[config.mk]
export PLATFORM = sky130hd
export DESIGN_NAME = motion_wake_display_led_controller_top
export DESIGN_NICKNAME = d
export VERILOG_FILES = /design/src/rtl/mwdl_pkg.sv /design/src/rtl/mwdl_div.sv /design/src/rtl/motion_wake_display_led_controller_top.sv
export SDC_FILE = /design/constraint.sdc
export NUM_CORES = 2
export LEC_CHECK = 0
export BUFFER_PORTS_ARGS = -buffer_cell sky130_fd_sc_hd__buf_2
export CELL_PAD_IN_SITES_DETAIL_PLACEMENT = 1
export CELL_PAD_IN_SITES_GLOBAL_PLACEMENT = 1
export CORE_MARGIN = 2
export CORE_UTILIZATION = 50
export CTS_CLUSTER_SIZE = 28
export DETAILED_ROUTE_END_ITERATION = 8
export PLACE_DENSITY_LB_ADDON = 0.1
export SYNTH_ARGS = -nofsm -noshare
export SYNTH_HDL_FRONTEND = slang
export SYNTH_SLANG_ARGS = --single-unit
[constraint.sdc]
create_clock -name clk -period 30.1 [get_ports clk]
set_clock_uncertainty 0.15 [all_clocks]
set_input_delay 1.505 -clock clk [delete_from_list [all_inputs] [get_ports clk]]
set_output_delay 1.505 -clock clk [all_outputs]
set_load 0.05 [all_outputs]
[src/rtl/mwdl_pkg.sv]
// shared constants and types for the motion wake display and led controller
`default_nettype none

package mwdl_pkg;

	localparam int BREATH_STEPS_DEF = 256;

	// shared divider sizes
	localparam int DIV_W = 32;
	localparam int CNT_W = 6;
	localparam int SIN_QB = 17;

	// shared multiplier sizes
	localparam int MUL_W = 17;
	localparam int PROD_W = 2 * MUL_W;

	// configuration port
	localparam int CFG_W = 17;
	localparam int CFG_IDX_W = 3;

	localparam logic [CFG_IDX_W-1:0] REG_MOTION_THRESHOLD = 3'd0;
	localparam logic [CFG_IDX_W-1:0] REG_WAKE_DURATION_MS = 3'd1;
	localparam logic [CFG_IDX_W-1:0] REG_STALE_MS = 3'd2;
	localparam logic [CFG_IDX_W-1:0] REG_BREATH_PERIOD_MS = 3'd3;
	localparam logic [CFG_IDX_W-1:0] REG_BREATH_FLOOR = 3'd4;
	localparam logic [CFG_IDX_W-1:0] REG_WARN_PPM = 3'd5;
	localparam logic [CFG_IDX_W-1:0] REG_CRIT_PPM = 3'd6;

	localparam logic [16:0] MOTION_THRESHOLD_RST = 17'd358;
	localparam logic [15:0] WAKE_DURATION_MS_RST = 16'd7000;
	localparam logic [15:0] STALE_MS_RST = 16'd30000;
	localparam logic [15:0] BREATH_PERIOD_MS_RST = 16'd5000;
	localparam logic [7:0] BREATH_FLOOR_RST = 8'd13;
	localparam logic [15:0] WARN_PPM_RST = 16'd1000;
	localparam logic [15:0] CRIT_PPM_RST = 16'd1500;

	// telemetry kinds
	localparam logic [1:0] KIND_NONE = 2'd0;
	localparam logic [1:0] KIND_CO2 = 2'd1;
	localparam logic [1:0] KIND_OTHER = 2'd2;

	// band colors
	localparam logic [7:0] LVL_FULL = 8'd255;
	localparam logic [7:0] LVL_AMBER_G = 8'd170;
	localparam logic [7:0] LVL_OFF = 8'd0;

	// stream widths
	localparam int S_TDATA_W = 104;
	localparam int S_TUSER_W = 3;
	localparam int M_TDATA_W = 32;

	typedef struct packed {
		logic             start;
		logic [CNT_W-1:0] count;
	} div_ctl_t;

endpackage

`default_nettype wire

[src/rtl/mwdl_div.sv]
// restoring divider, one quotient bit per cycle, shared by the phase and table steps
`default_nettype none

module mwdl_div #(
	parameter int DVW = 23
) (
	input  wire logic                      clk,
	input  wire logic                      arst_n,
	input  wire mwdl_pkg::div_ctl_t        ctl,
	input  wire logic [DVW-1:0]            rem_init,
	input  wire logic [mwdl_pkg::DIV_W-1:0] quo_init,
	input  wire logic [DVW-1:0]            divisor,
	output logic                           done,
	output logic [DVW-1:0]                 rem,
	output logic [mwdl_pkg::DIV_W-1:0]     quo
);
	import mwdl_pkg::*;

	logic [DVW-1:0]   rem_q;
	logic [DIV_W-1:0] quo_q;
	logic [DVW-1:0]   div_q;
	logic [CNT_W-1:0] cnt_q;
	logic             busy_q;

	logic [DVW:0] trial;
	logic [DVW:0] diff;
	logic         ge;

	assign trial = {rem_q, quo_q[DIV_W-1]};
	assign diff = trial - {1'b0, div_q};
	assign ge = (trial >= {1'b0, div_q});

	always_ff @(posedge clk or negedge arst_n) begin
		if (!arst_n) begin
			busy_q <= 1'b0;
			cnt_q <= '0;
		end else if (ctl.start) begin
			busy_q <= 1'b1;
			cnt_q <= ctl.count;
		end else if (busy_q) begin
			if (cnt_q == '0) begin
				busy_q <= 1'b0;
			end else begin
				cnt_q <= cnt_q - 1'b1;
			end
		end
	end

	always_ff @(posedge clk) begin
		if (ctl.start) begin
			rem_q <= rem_init;
			quo_q <= quo_init;
			div_q <= divisor;
		end else if (busy_q && (cnt_q != '0)) begin
			rem_q <= ge ? diff[DVW-1:0] : trial[DVW-1:0];
			quo_q <= {quo_q[DIV_W-2:0], ge};
		end
	end

	assign done = busy_q && (cnt_q == '0);
	assign rem = rem_q;
	assign quo = quo_q;

endmodule

`default_nettype wire

[src/rtl/motion_wake_display_led_controller_top.sv]
// top level of the motion wake display and co2 led controller
//
// one input transfer on s_* is one tick; it gives exactly one output transfer on m_*.
// configuration registers are written on cfg_*, which is always ready; write only
// while no tick is in flight.
// a tick updates tap, motion wake, auto-off and telemetry state in its first cycle.
// when the led is dark (display off, stale data or no co2 yet) the tick goes from the
// update state straight to the output state.
// when lit, a shared restoring divider (one bit per cycle) and a shared 17x17
// multiplier work out the breathing phase, the table index and the sine term of
// the table entry, and the multiplier scales the floor and the red and green
// levels; with a zero breathing period the phase and index steps are skipped.
// s_tready is high only while no tick is being worked on; one tick at a time, so a
// new tick is taken only once the last one has left the output state.
// the result sits in an output register, so the next tick is taken while a
// finished result still waits for m_tready.
// a stalled receiver holds m_tdata; the last tick cannot finish until it drains.
// reset turns the display on, clears motion mode, telemetry and the previous
// sample, and loads the default register values.
`default_nettype none

module motion_wake_display_led_controller_top #(
	parameter int BREATH_STEPS = mwdl_pkg::BREATH_STEPS_DEF
) (
	input  wire logic                           clk,
	input  wire logic                           arst_n,
	input  wire logic                           cfg_valid,
	output logic                                cfg_ready,
	input  wire logic [mwdl_pkg::CFG_IDX_W-1:0] cfg_index,
	input  wire logic [mwdl_pkg::CFG_W-1:0]     cfg_data,
	input  wire logic                           s_tvalid,
	output logic                                s_tready,
	// now_ms, tap, accel_x, accel_y, accel_z, co2_ppm, zero fill
	input  wire logic [mwdl_pkg::S_TDATA_W-1:0] s_tdata,
	// accel_valid, sample_kind
	input  wire logic [mwdl_pkg::S_TUSER_W-1:0] s_tuser,
	output logic                                m_tvalid,
	input  wire logic                           m_tready,
	// display_on, woke_by_motion, data_fresh, led_red, led_green, led_blue, zero fill
	output logic [mwdl_pkg::M_TDATA_W-1:0]      m_tdata
);
	import mwdl_pkg::*;

	localparam int LOGN = $clog2(BREATH_STEPS);
	localparam int NSQ5 = 5 * BREATH_STEPS * BREATH_STEPS;
	localparam int DEN_W = $clog2(NSQ5 + 1);
	localparam int DVW = (DEN_W > 16) ? DEN_W : 16;

	localparam logic [3:0] ST_IDLE  = 4'd0;
	localparam logic [3:0] ST_UPD   = 4'd1;
	localparam logic [3:0] ST_MODW  = 4'd2;
	localparam logic [3:0] ST_PHN   = 4'd3;
	localparam logic [3:0] ST_IDXGO = 4'd4;
	localparam logic [3:0] ST_IDXW  = 4'd5;
	localparam logic [3:0] ST_PMUL  = 4'd6;
	localparam logic [3:0] ST_SGO   = 4'd7;
	localparam logic [3:0] ST_SW    = 4'd8;
	localparam logic [3:0] ST_SSQ   = 4'd9;
	localparam logic [3:0] ST_FMUL  = 4'd10;
	localparam logic [3:0] ST_RMUL  = 4'd11;
	localparam logic [3:0] ST_GMUL  = 4'd12;
	localparam logic [3:0] ST_FIN   = 4'd13;

	// configuration
	logic [16:0] motion_threshold_q;
	logic [15:0] wake_duration_ms_q;
	logic [15:0] stale_ms_q;
	logic [15:0] breath_period_ms_q;
	logic [7:0]  breath_floor_q;
	logic [15:0] warn_ppm_q;
	logic [15:0] crit_ppm_q;

	// tick fields
	logic [31:0]        now_q;
	logic               tap_q;
	logic               accel_valid_q;
	logic signed [15:0] accel_x_q;
	logic signed [15:0] accel_y_q;
	logic signed [15:0] accel_z_q;
	logic [1:0]         kind_q;
	logic [15:0]        co2_in_q;

	// block state
	logic               screen_on_q;
	logic               motion_mode_q;
	logic [31:0]        wake_deadline_q;
	logic signed [15:0] prev_x_q;
	logic signed [15:0] prev_y_q;
	logic signed [15:0] prev_z_q;
	logic               have_data_q;
	logic [31:0]        last_data_time_q;
	logic               co2_present_q;
	logic [15:0]        co2_value_q;

	// sequencer and work registers
	logic [3:0]          state_q;
	logic                fresh_q;
	logic                lit_q;
	logic [7:0]          base_r_q;
	logic [7:0]          base_g_q;
	logic [15:0]         ph_q;
	logic [LOGN-1:0]     idx_q;
	logic [16:0]         f_q;
	logic [7:0]          red_q;
	logic [PROD_W-1:0]   mul_q;
	logic                m_valid_q;
	logic [M_TDATA_W-1:0] m_tdata_q;

	// update step
	logic               scr_n;
	logic               mm_n;
	logic [31:0]        dl_n;
	logic               have_n;
	logic [31:0]        last_n;
	logic               co2p_n;
	logic [15:0]        co2v_n;
	logic               fresh_n;
	logic               lit_n;
	logic signed [16:0] dx;
	logic signed [16:0] dy;
	logic signed [16:0] dz;
	logic [15:0]        adx;
	logic [15:0]        ady;
	logic [15:0]        adz;
	logic [17:0]        dsum;
	logic               moved;
	logic [31:0]        dl_age;
	logic [31:0]        data_age;
	logic [7:0]         band_r;
	logic [7:0]         band_g;

	// shared units
	div_ctl_t           div_ctl;
	logic [DVW-1:0]     div_rem_init;
	logic [DIV_W-1:0]   div_quo_init;
	logic [DVW-1:0]     div_divisor;
	logic               div_done;
	logic [DVW-1:0]     div_rem;
	logic [DIV_W-1:0]   div_quo;
	logic               mul_en;
	logic [MUL_W-1:0]   mul_a;
	logic [MUL_W-1:0]   mul_b;
	logic [DVW-1:0]     p_w;
	logic [PROD_W-1:0]  w_sum;
	logic [16:0]        w_val;
	logic [PROD_W-1:0]  fr_sum;
	logic [16:0]        f_val;
	logic               out_free;

	assign cfg_ready = 1'b1;
	assign s_tready = (state_q == ST_IDLE);
	assign out_free = !m_valid_q || m_tready;

	always_ff @(posedge clk or negedge arst_n) begin
		if (!arst_n) begin
			motion_threshold_q <= MOTION_THRESHOLD_RST;
			wake_duration_ms_q <= WAKE_DURATION_MS_RST;
			stale_ms_q <= STALE_MS_RST;
			breath_period_ms_q <= BREATH_PERIOD_MS_RST;
			breath_floor_q <= BREATH_FLOOR_RST;
			warn_ppm_q <= WARN_PPM_RST;
			crit_ppm_q <= CRIT_PPM_RST;
		end else if (cfg_valid) begin
			unique case (cfg_index)
				REG_MOTION_THRESHOLD: motion_threshold_q <= cfg_data;
				REG_WAKE_DURATION_MS: wake_duration_ms_q <= cfg_data[15:0];
				REG_STALE_MS:         stale_ms_q <= cfg_data[15:0];
				REG_BREATH_PERIOD_MS: breath_period_ms_q <= cfg_data[15:0];
				REG_BREATH_FLOOR:     breath_floor_q <= cfg_data[7:0];
				REG_WARN_PPM:         warn_ppm_q <= cfg_data[15:0];
				REG_CRIT_PPM:         crit_ppm_q <= cfg_data[15:0];
				default: begin
				end
			endcase
		end
	end

	always_ff @(posedge clk) begin
		if (s_tvalid && s_tready) begin
			now_q <= s_tdata[31:0];
			tap_q <= s_tdata[32];
			accel_x_q <= s_tdata[48:33];
			accel_y_q <= s_tdata[64:49];
			accel_z_q <= s_tdata[80:65];
			co2_in_q <= s_tdata[96:81];
			accel_valid_q <= s_tuser[0];
			kind_q <= s_tuser[2:1];
		end
	end

	// tap, motion check, auto-off, telemetry latch, freshness and band
	always_comb begin
		scr_n = screen_on_q;
		mm_n = motion_mode_q;
		dl_n = wake_deadline_q;
		if (tap_q) begin
			scr_n = !scr_n;
			mm_n = 1'b0;
		end
		dx = {accel_x_q[15], accel_x_q} - {prev_x_q[15], prev_x_q};
		dy = {accel_y_q[15], accel_y_q} - {prev_y_q[15], prev_y_q};
		dz = {accel_z_q[15], accel_z_q} - {prev_z_q[15], prev_z_q};
		adx = dx[16] ? 16'(-dx) : dx[15:0];
		ady = dy[16] ? 16'(-dy) : dy[15:0];
		adz = dz[16] ? 16'(-dz) : dz[15:0];
		dsum = 18'(adx) + 18'(ady) + 18'(adz);
		moved = (dsum > 18'(motion_threshold_q));
		if (accel_valid_q && moved) begin
			if (!scr_n) begin
				scr_n = 1'b1;
				mm_n = 1'b1;
				dl_n = now_q + 32'(wake_duration_ms_q);
			end else if (mm_n) begin
				dl_n = now_q + 32'(wake_duration_ms_q);
			end
		end
		dl_age = now_q - dl_n;
		if (mm_n && scr_n && !dl_age[31]) begin
			scr_n = 1'b0;
			mm_n = 1'b0;
		end
		co2p_n = co2_present_q;
		co2v_n = co2_value_q;
		if (kind_q == KIND_CO2) begin
			co2p_n = 1'b1;
			co2v_n = co2_in_q;
		end
		have_n = have_data_q;
		last_n = last_data_time_q;
		if ((kind_q == KIND_CO2) || (kind_q == KIND_OTHER)) begin
			have_n = 1'b1;
			last_n = now_q;
		end
		data_age = now_q - last_n;
		fresh_n = have_n && (data_age < 32'(stale_ms_q));
		lit_n = scr_n && fresh_n && co2p_n;
		priority if (co2v_n < warn_ppm_q) begin
			band_r = LVL_OFF;
			band_g = LVL_FULL;
		end else if (co2v_n <= crit_ppm_q) begin
			band_r = LVL_FULL;
			band_g = LVL_AMBER_G;
		end else begin
			band_r = LVL_FULL;
			band_g = LVL_OFF;
		end
	end

	always_ff @(posedge clk or negedge arst_n) begin
		if (!arst_n) begin
			screen_on_q <= 1'b1;
			motion_mode_q <= 1'b0;
			wake_deadline_q <= '0;
			prev_x_q <= '0;
			prev_y_q <= '0;
			prev_z_q <= '0;
			have_data_q <= 1'b0;
			last_data_time_q <= '0;
			co2_present_q <= 1'b0;
			co2_value_q <= '0;
		end else if (state_q == ST_UPD) begin
			screen_on_q <= scr_n;
			motion_mode_q <= mm_n;
			wake_deadline_q <= dl_n;
			if (accel_valid_q) begin
				prev_x_q <= accel_x_q;
				prev_y_q <= accel_y_q;
				prev_z_q <= accel_z_q;
			end
			have_data_q <= have_n;
			last_data_time_q <= last_n;
			co2_present_q <= co2p_n;
			co2_value_q <= co2v_n;
		end
	end

	// shared unit operands
	assign p_w = DVW'(mul_q);
	assign w_sum = mul_q + PROD_W'(32768);
	assign w_val = w_sum[32:16];
	assign fr_sum = mul_q + PROD_W'(128);
	assign f_val = 17'({breath_floor_q, 8'h00}) + fr_sum[24:8];

	always_comb begin
		div_ctl.start = 1'b0;
		div_ctl.count = '0;
		div_rem_init = '0;
		div_quo_init = '0;
		div_divisor = DVW'(breath_period_ms_q);
		mul_en = 1'b0;
		mul_a = '0;
		mul_b = '0;
		unique case (state_q)
			ST_UPD: begin
				div_ctl.start = lit_n && (breath_period_ms_q != '0);
				div_ctl.count = CNT_W'(DIV_W);
				div_quo_init = now_q;
			end
			ST_PHN: begin
				mul_en = 1'b1;
				mul_a = MUL_W'(ph_q);
				mul_b = MUL_W'(BREATH_STEPS);
			end
			ST_IDXGO: begin
				div_ctl.start = 1'b1;
				div_ctl.count = CNT_W'(LOGN);
				div_rem_init = DVW'(mul_q >> LOGN);
				div_quo_init = {mul_q[LOGN-1:0], {(DIV_W-LOGN){1'b0}}};
			end
			ST_PMUL: begin
				mul_en = 1'b1;
				mul_a = MUL_W'(idx_q);
				mul_b = MUL_W'(BREATH_STEPS) - MUL_W'(idx_q);
			end
			ST_SGO: begin
				div_ctl.start = 1'b1;
				div_ctl.count = CNT_W'(SIN_QB);
				div_rem_init = p_w << 3;
				div_divisor = DVW'(NSQ5) - (p_w << 2);
			end
			ST_SSQ: begin
				mul_en = 1'b1;
				mul_a = div_quo[MUL_W-1:0];
				mul_b = div_quo[MUL_W-1:0];
			end
			ST_FMUL: begin
				mul_en = 1'b1;
				mul_a = MUL_W'(9'(256) - 9'(breath_floor_q));
				mul_b = w_val;
			end
			ST_RMUL: begin
				mul_en = 1'b1;
				mul_a = MUL_W'(base_r_q);
				mul_b = f_val;
			end
			ST_GMUL: begin
				mul_en = 1'b1;
				mul_a = MUL_W'(base_g_q);
				mul_b = f_q;
			end
			default: begin
			end
		endcase
	end

	mwdl_div #(
		.DVW(DVW)
	) u_div (
		.clk      (clk),
		.arst_n   (arst_n),
		.ctl      (div_ctl),
		.rem_init (div_rem_init),
		.quo_init (div_quo_init),
		.divisor  (div_divisor),
		.done     (div_done),
		.rem      (div_rem),
		.quo      (div_quo)
	);

	always_ff @(posedge clk) begin
		if (mul_en) begin
			mul_q <= PROD_W'(mul_a) * PROD_W'(mul_b);
		end
	end

	// work registers
	always_ff @(posedge clk) begin
		unique case (state_q)
			ST_UPD: begin
				fresh_q <= fresh_n;
				lit_q <= lit_n;
				base_r_q <= band_r;
				base_g_q <= band_g;
				idx_q <= '0;
			end
			ST_MODW: begin
				ph_q <= div_rem[15:0];
			end
			ST_IDXW: begin
				idx_q <= div_quo[LOGN-1:0];
			end
			ST_RMUL: begin
				f_q <= f_val;
			end
			ST_GMUL: begin
				red_q <= mul_q[23:16];
			end
			default: begin
			end
		endcase
	end

	// sequencer
	always_ff @(posedge clk or negedge arst_n) begin
		if (!arst_n) begin
			state_q <= ST_IDLE;
		end else begin
			unique case (state_q)
				ST_IDLE: begin
					if (s_tvalid) begin
						state_q <= ST_UPD;
					end
				end
				ST_UPD: begin
					priority if (!lit_n) begin
						state_q <= ST_FIN;
					end else if (breath_period_ms_q == '0) begin
						state_q <= ST_PMUL;
					end else begin
						state_q <= ST_MODW;
					end
				end
				ST_MODW: begin
					if (div_done) begin
						state_q <= ST_PHN;
					end
				end
				ST_PHN:   state_q <= ST_IDXGO;
				ST_IDXGO: state_q <= ST_IDXW;
				ST_IDXW: begin
					if (div_done) begin
						state_q <= ST_PMUL;
					end
				end
				ST_PMUL: state_q <= ST_SGO;
				ST_SGO:  state_q <= ST_SW;
				ST_SW: begin
					if (div_done) begin
						state_q <= ST_SSQ;
					end
				end
				ST_SSQ:  state_q <= ST_FMUL;
				ST_FMUL: state_q <= ST_RMUL;
				ST_RMUL: state_q <= ST_GMUL;
				ST_GMUL: state_q <= ST_FIN;
				ST_FIN: begin
					if (out_free) begin
						state_q <= ST_IDLE;
					end
				end
				default: state_q <= ST_IDLE;
			endcase
		end
	end

	// output register
	always_ff @(posedge clk or negedge arst_n) begin
		if (!arst_n) begin
			m_valid_q <= 1'b0;
		end else if ((state_q == ST_FIN) && out_free) begin
			m_valid_q <= 1'b1;
		end else if (m_tready) begin
			m_valid_q <= 1'b0;
		end
	end

	always_ff @(posedge clk) begin
		if ((state_q == ST_FIN) && out_free) begin
			m_tdata_q <= {5'b0, LVL_OFF,
				lit_q ? mul_q[23:16] : LVL_OFF,
				lit_q ? red_q : LVL_OFF,
				fresh_q, motion_mode_q, screen_on_q};
		end
	end

	assign m_tvalid = m_valid_q;
	assign m_tdata = m_tdata_q;

endmodule

`default_nettype wire

==> out/results.tsv <==
metric	value	unit
status	finished, final reports clean	
critical path required time	30.29	ns
slowest cell on the critical path	mux2i_1	
R2R Setup Slk	15.77	ns
worst stage delay on the critical path	0.75	ns
Reg area	14600	µm²
Reg-to-Reg Start	accel_y_q[0]	
met2 WL	56700	µm
Setup CP Type	register to register	
CP Data Arrival Time	14.52	ns
worst r2r dst	u_div.quo[27]	
All-Layer GR Usage	0.284	
first-pass GRT wire length	190000	µm
final worst-path cycle share	0.476	
GP Congestion	0.898	
Buffers on Ports	145	
total core area	82400	µm²
Die Y	293	µm
CTS Buffer Depth	3	
row count	105	
I/O Pins	167	
Pins Over Slew Limit	0	
GRT overflow	0	
fmax	0.0698	GHz
Worst Hold Launch	fresh_q	
Mean Syn Cell Area	9.79	µm²
synth unique cells	79	
DR WL met3	6120	µm
ANT nets after route	0	
Worst Max-Slew Pin Slew	1.24	ns
uppermost layer routed	met5	
RSZ-0062 raised after global routing	false	
max_slew headroom	0.171	
cts bufs inserted	61	
layout cells sized above 1	0.120	
Yosys reg bits	525	
Setup crit end kind	register	
hold endpoint	m_tdata[2]	
final wirelength	119000	µm
EDFF count, synth	276	
Post-Synthesis Cells	4260	
width of the die	293	µm
Final nets	5086	
Reg2Reg Depth	49	
Root Buffer	clkbuf_16	
Worst Path Max Fanout	51	
post-synth top area share	0.199	
clock slew seen by the registers of the worst setup and hold paths	0.06	ns
TNS Setup	0	ns
Post-Syn Area	41700	µm²
Hold Path Stages	0	
cts-stage hold buffer count	0	
drt first pass iters	7	
dominant cell type by area after synthesis	edfxtp_1	
final-report setup violation count	0	
DR WL/cell	21.7	µm
initial antenna violation count	5	
worst skew pair latency	0.68	ns
max_cap viols	0	
top post-synthesis cells by area	edfxtp_1 20%, dfrtp_1 12%, fa_1 12%	
synthesis warning total	0	
Post-synth top flop	edfxtp_1	
Multi-input gate area	24600	µm²
Post-route DRC	0	
die area	85700	µm²
initial DRC count	1904	
via count	31700	
largest net degree at the start of global routing	88	
H-tree depth	2	
Fillers	9302	
M1 WL	52200	µm
Post-synth ARST share	0.474	
register area share after synthesis	0.350	
Resize count post-CTS	0	
Initial Util	0.506	
area grow syn2layout	9.61	%
dpl hpwl	89300	µm
final hold viol count	0	
TritonCTS clock tree	built	
min Tclk post-route	14.33	ns
Sinks on Clock Net	525	
Worst setup SP type	register	
vias in the first global route	33900	
# Post-CTS Setup Buffers	0	
worst hold path type	register to register	
vias per cell	5.77	
==> worst max-delay path, delay by kind of cell (launching register included) <==
kind,cells,cell delay [ns]
compound gates,20,4.59
mux,3,1.37
buf+inv,5,1.52
flops,1,0.33
fa+ha+maj,6,1.96
xor+xnor,2,0.52
simple gates,13,3.42
==> state kept, by name, summed over array words and instances (netlist names), 17 cells and up <==
name,cells
m_tdata,19
f_q,17
wake_deadline_q,32
motion_threshold_q,17
u_div.quo,32
now_q,32
mul_q,33
u_div.div_q,19
last_data_time_q,32
u_div.rem,19
==> per-stage QoR <==
| step | cells | area [µm²] | util | worst slack (ns) | hold slack [ns] |
|---|---|---|---|---|---|
| CTS | 5484 | 45700 | 0.555 | 15.74 | 0.278 |
| global placement | 5368 | 43600 | 0.529 | 16.01 | 0.254 |
| global route | 5485 | 45700 | 0.555 | 14.55 | 0.277 |
| floorplan | 4272 | 41700 | - | 17.10 | 0.250 |
| detailed placement | 5368 | 43600 | 0.529 | 15.81 | 0.264 |
| finish | 5487 | 45700 | 0.555 | 15.77 | 0.275 |
==> routing by layer <==
metal / vias to the layer above / global-route usage
met2: 705 / 0.473
met4: 4 / 0.0957
li1: 14700 / -
met3: 210 / 0.0381
met1: 16000 / 0.381
met5: - / 0
==> cells in the final DEF, fill, tap and decap left out, types with 32 or more instances in the layout <==
cell type	Yosys	routed
a21o_1	55	55
a21oi_1	192	192
a22oi_1	42	42
and2_1	63	63
and3_1	33	32
buf_2	5	144
buf_4	16	43
clkbuf_16	0	69
dfrtp_1	208	208
dfstp_2	41	41
edfxtp_1	276	276
fa_1	247	247
ha_1	346	345
inv_1	528	528
mux2_2	146	146
mux2i_1	83	83
nand2_1	540	538
nand2b_1	43	43
nand3_1	67	65
nor2_1	210	206
nor2b_1	60	60
nor3_1	57	56
o21a_1	35	35
o21ai_0	207	207
o31ai_1	34	34
xnor2_1	146	146
xor2_1	97	97
==> logic make-up (layout without fill, tap and decap cells) <==
| kind of cell | after synthesis | count (layout) | synth area share |
|---|---|---|---|
| simple gates | 1202 | 1202 | 0.134 |
| compound gates | 776 | 776 | 0.119 |
| buf+inv | 690 | 832 | 0.0642 |
| fa+ha+maj | 593 | 593 | 0.222 |
| flops | 525 | 525 | 0.350 |
| xor+xnor | 243 | 243 | 0.0511 |
| mux | 229 | 229 | 0.0594 |
| other cells | 2 | 17 | 0.000180 |
==> Yosys cell counts, types with 26 or more instances <==
master	count
a22oi_1	42
nor2b_1	60
mux2_2	146
xor2_1	97
a31oi_1	26
dfstp_2	41
nand4_1	26
nor2_1	210
clkbuf_1	134
nand2_1	540
nand3_1	67
dfrtp_1	208
a21o_1	55
ha_1	346
mux2i_1	83
o31ai_1	34
nand2b_1	43
xnor2_1	146
edfxtp_1	276
o21ai_0	207
and2_1	63
nor3_1	57
inv_1	528
and3_1	33
o21a_1	35
a21oi_1	192
fa_1	247
==> cell type report <==
| cell class | instances | area share |
|---|---|---|
| timing repair buffer | 188 | 0.0232 |
| tap | 1070 | 0.0293 |
| antenna | 3 | 0.000164 |
| multi-input combinational | 3057 | 0.539 |
| clock buffer | 80 | 0.0400 |
| sequential | 525 | 0.319 |
| inverter | 528 | 0.0434 |
| clock inverter | 36 | 0.00660 |
==> worst max-delay path by stage <==
stage / to / from
final: u_div.quo[27] / accel_y_q[0]
after global placement: u_div.quo[24] / accel_y_q[0]
after global routing: u_div.quo[27] / accel_y_q[0]
after floorplan: u_div.quo[0] / prev_x_q[0]
after detailed placement: u_div.quo[25] / accel_x_q[0]
after CTS: u_div.quo[27] / accel_y_q[0]
Power is not shown: default switching activity piles up to over one toggle a cycle in this logic, so the estimate is an artifact.
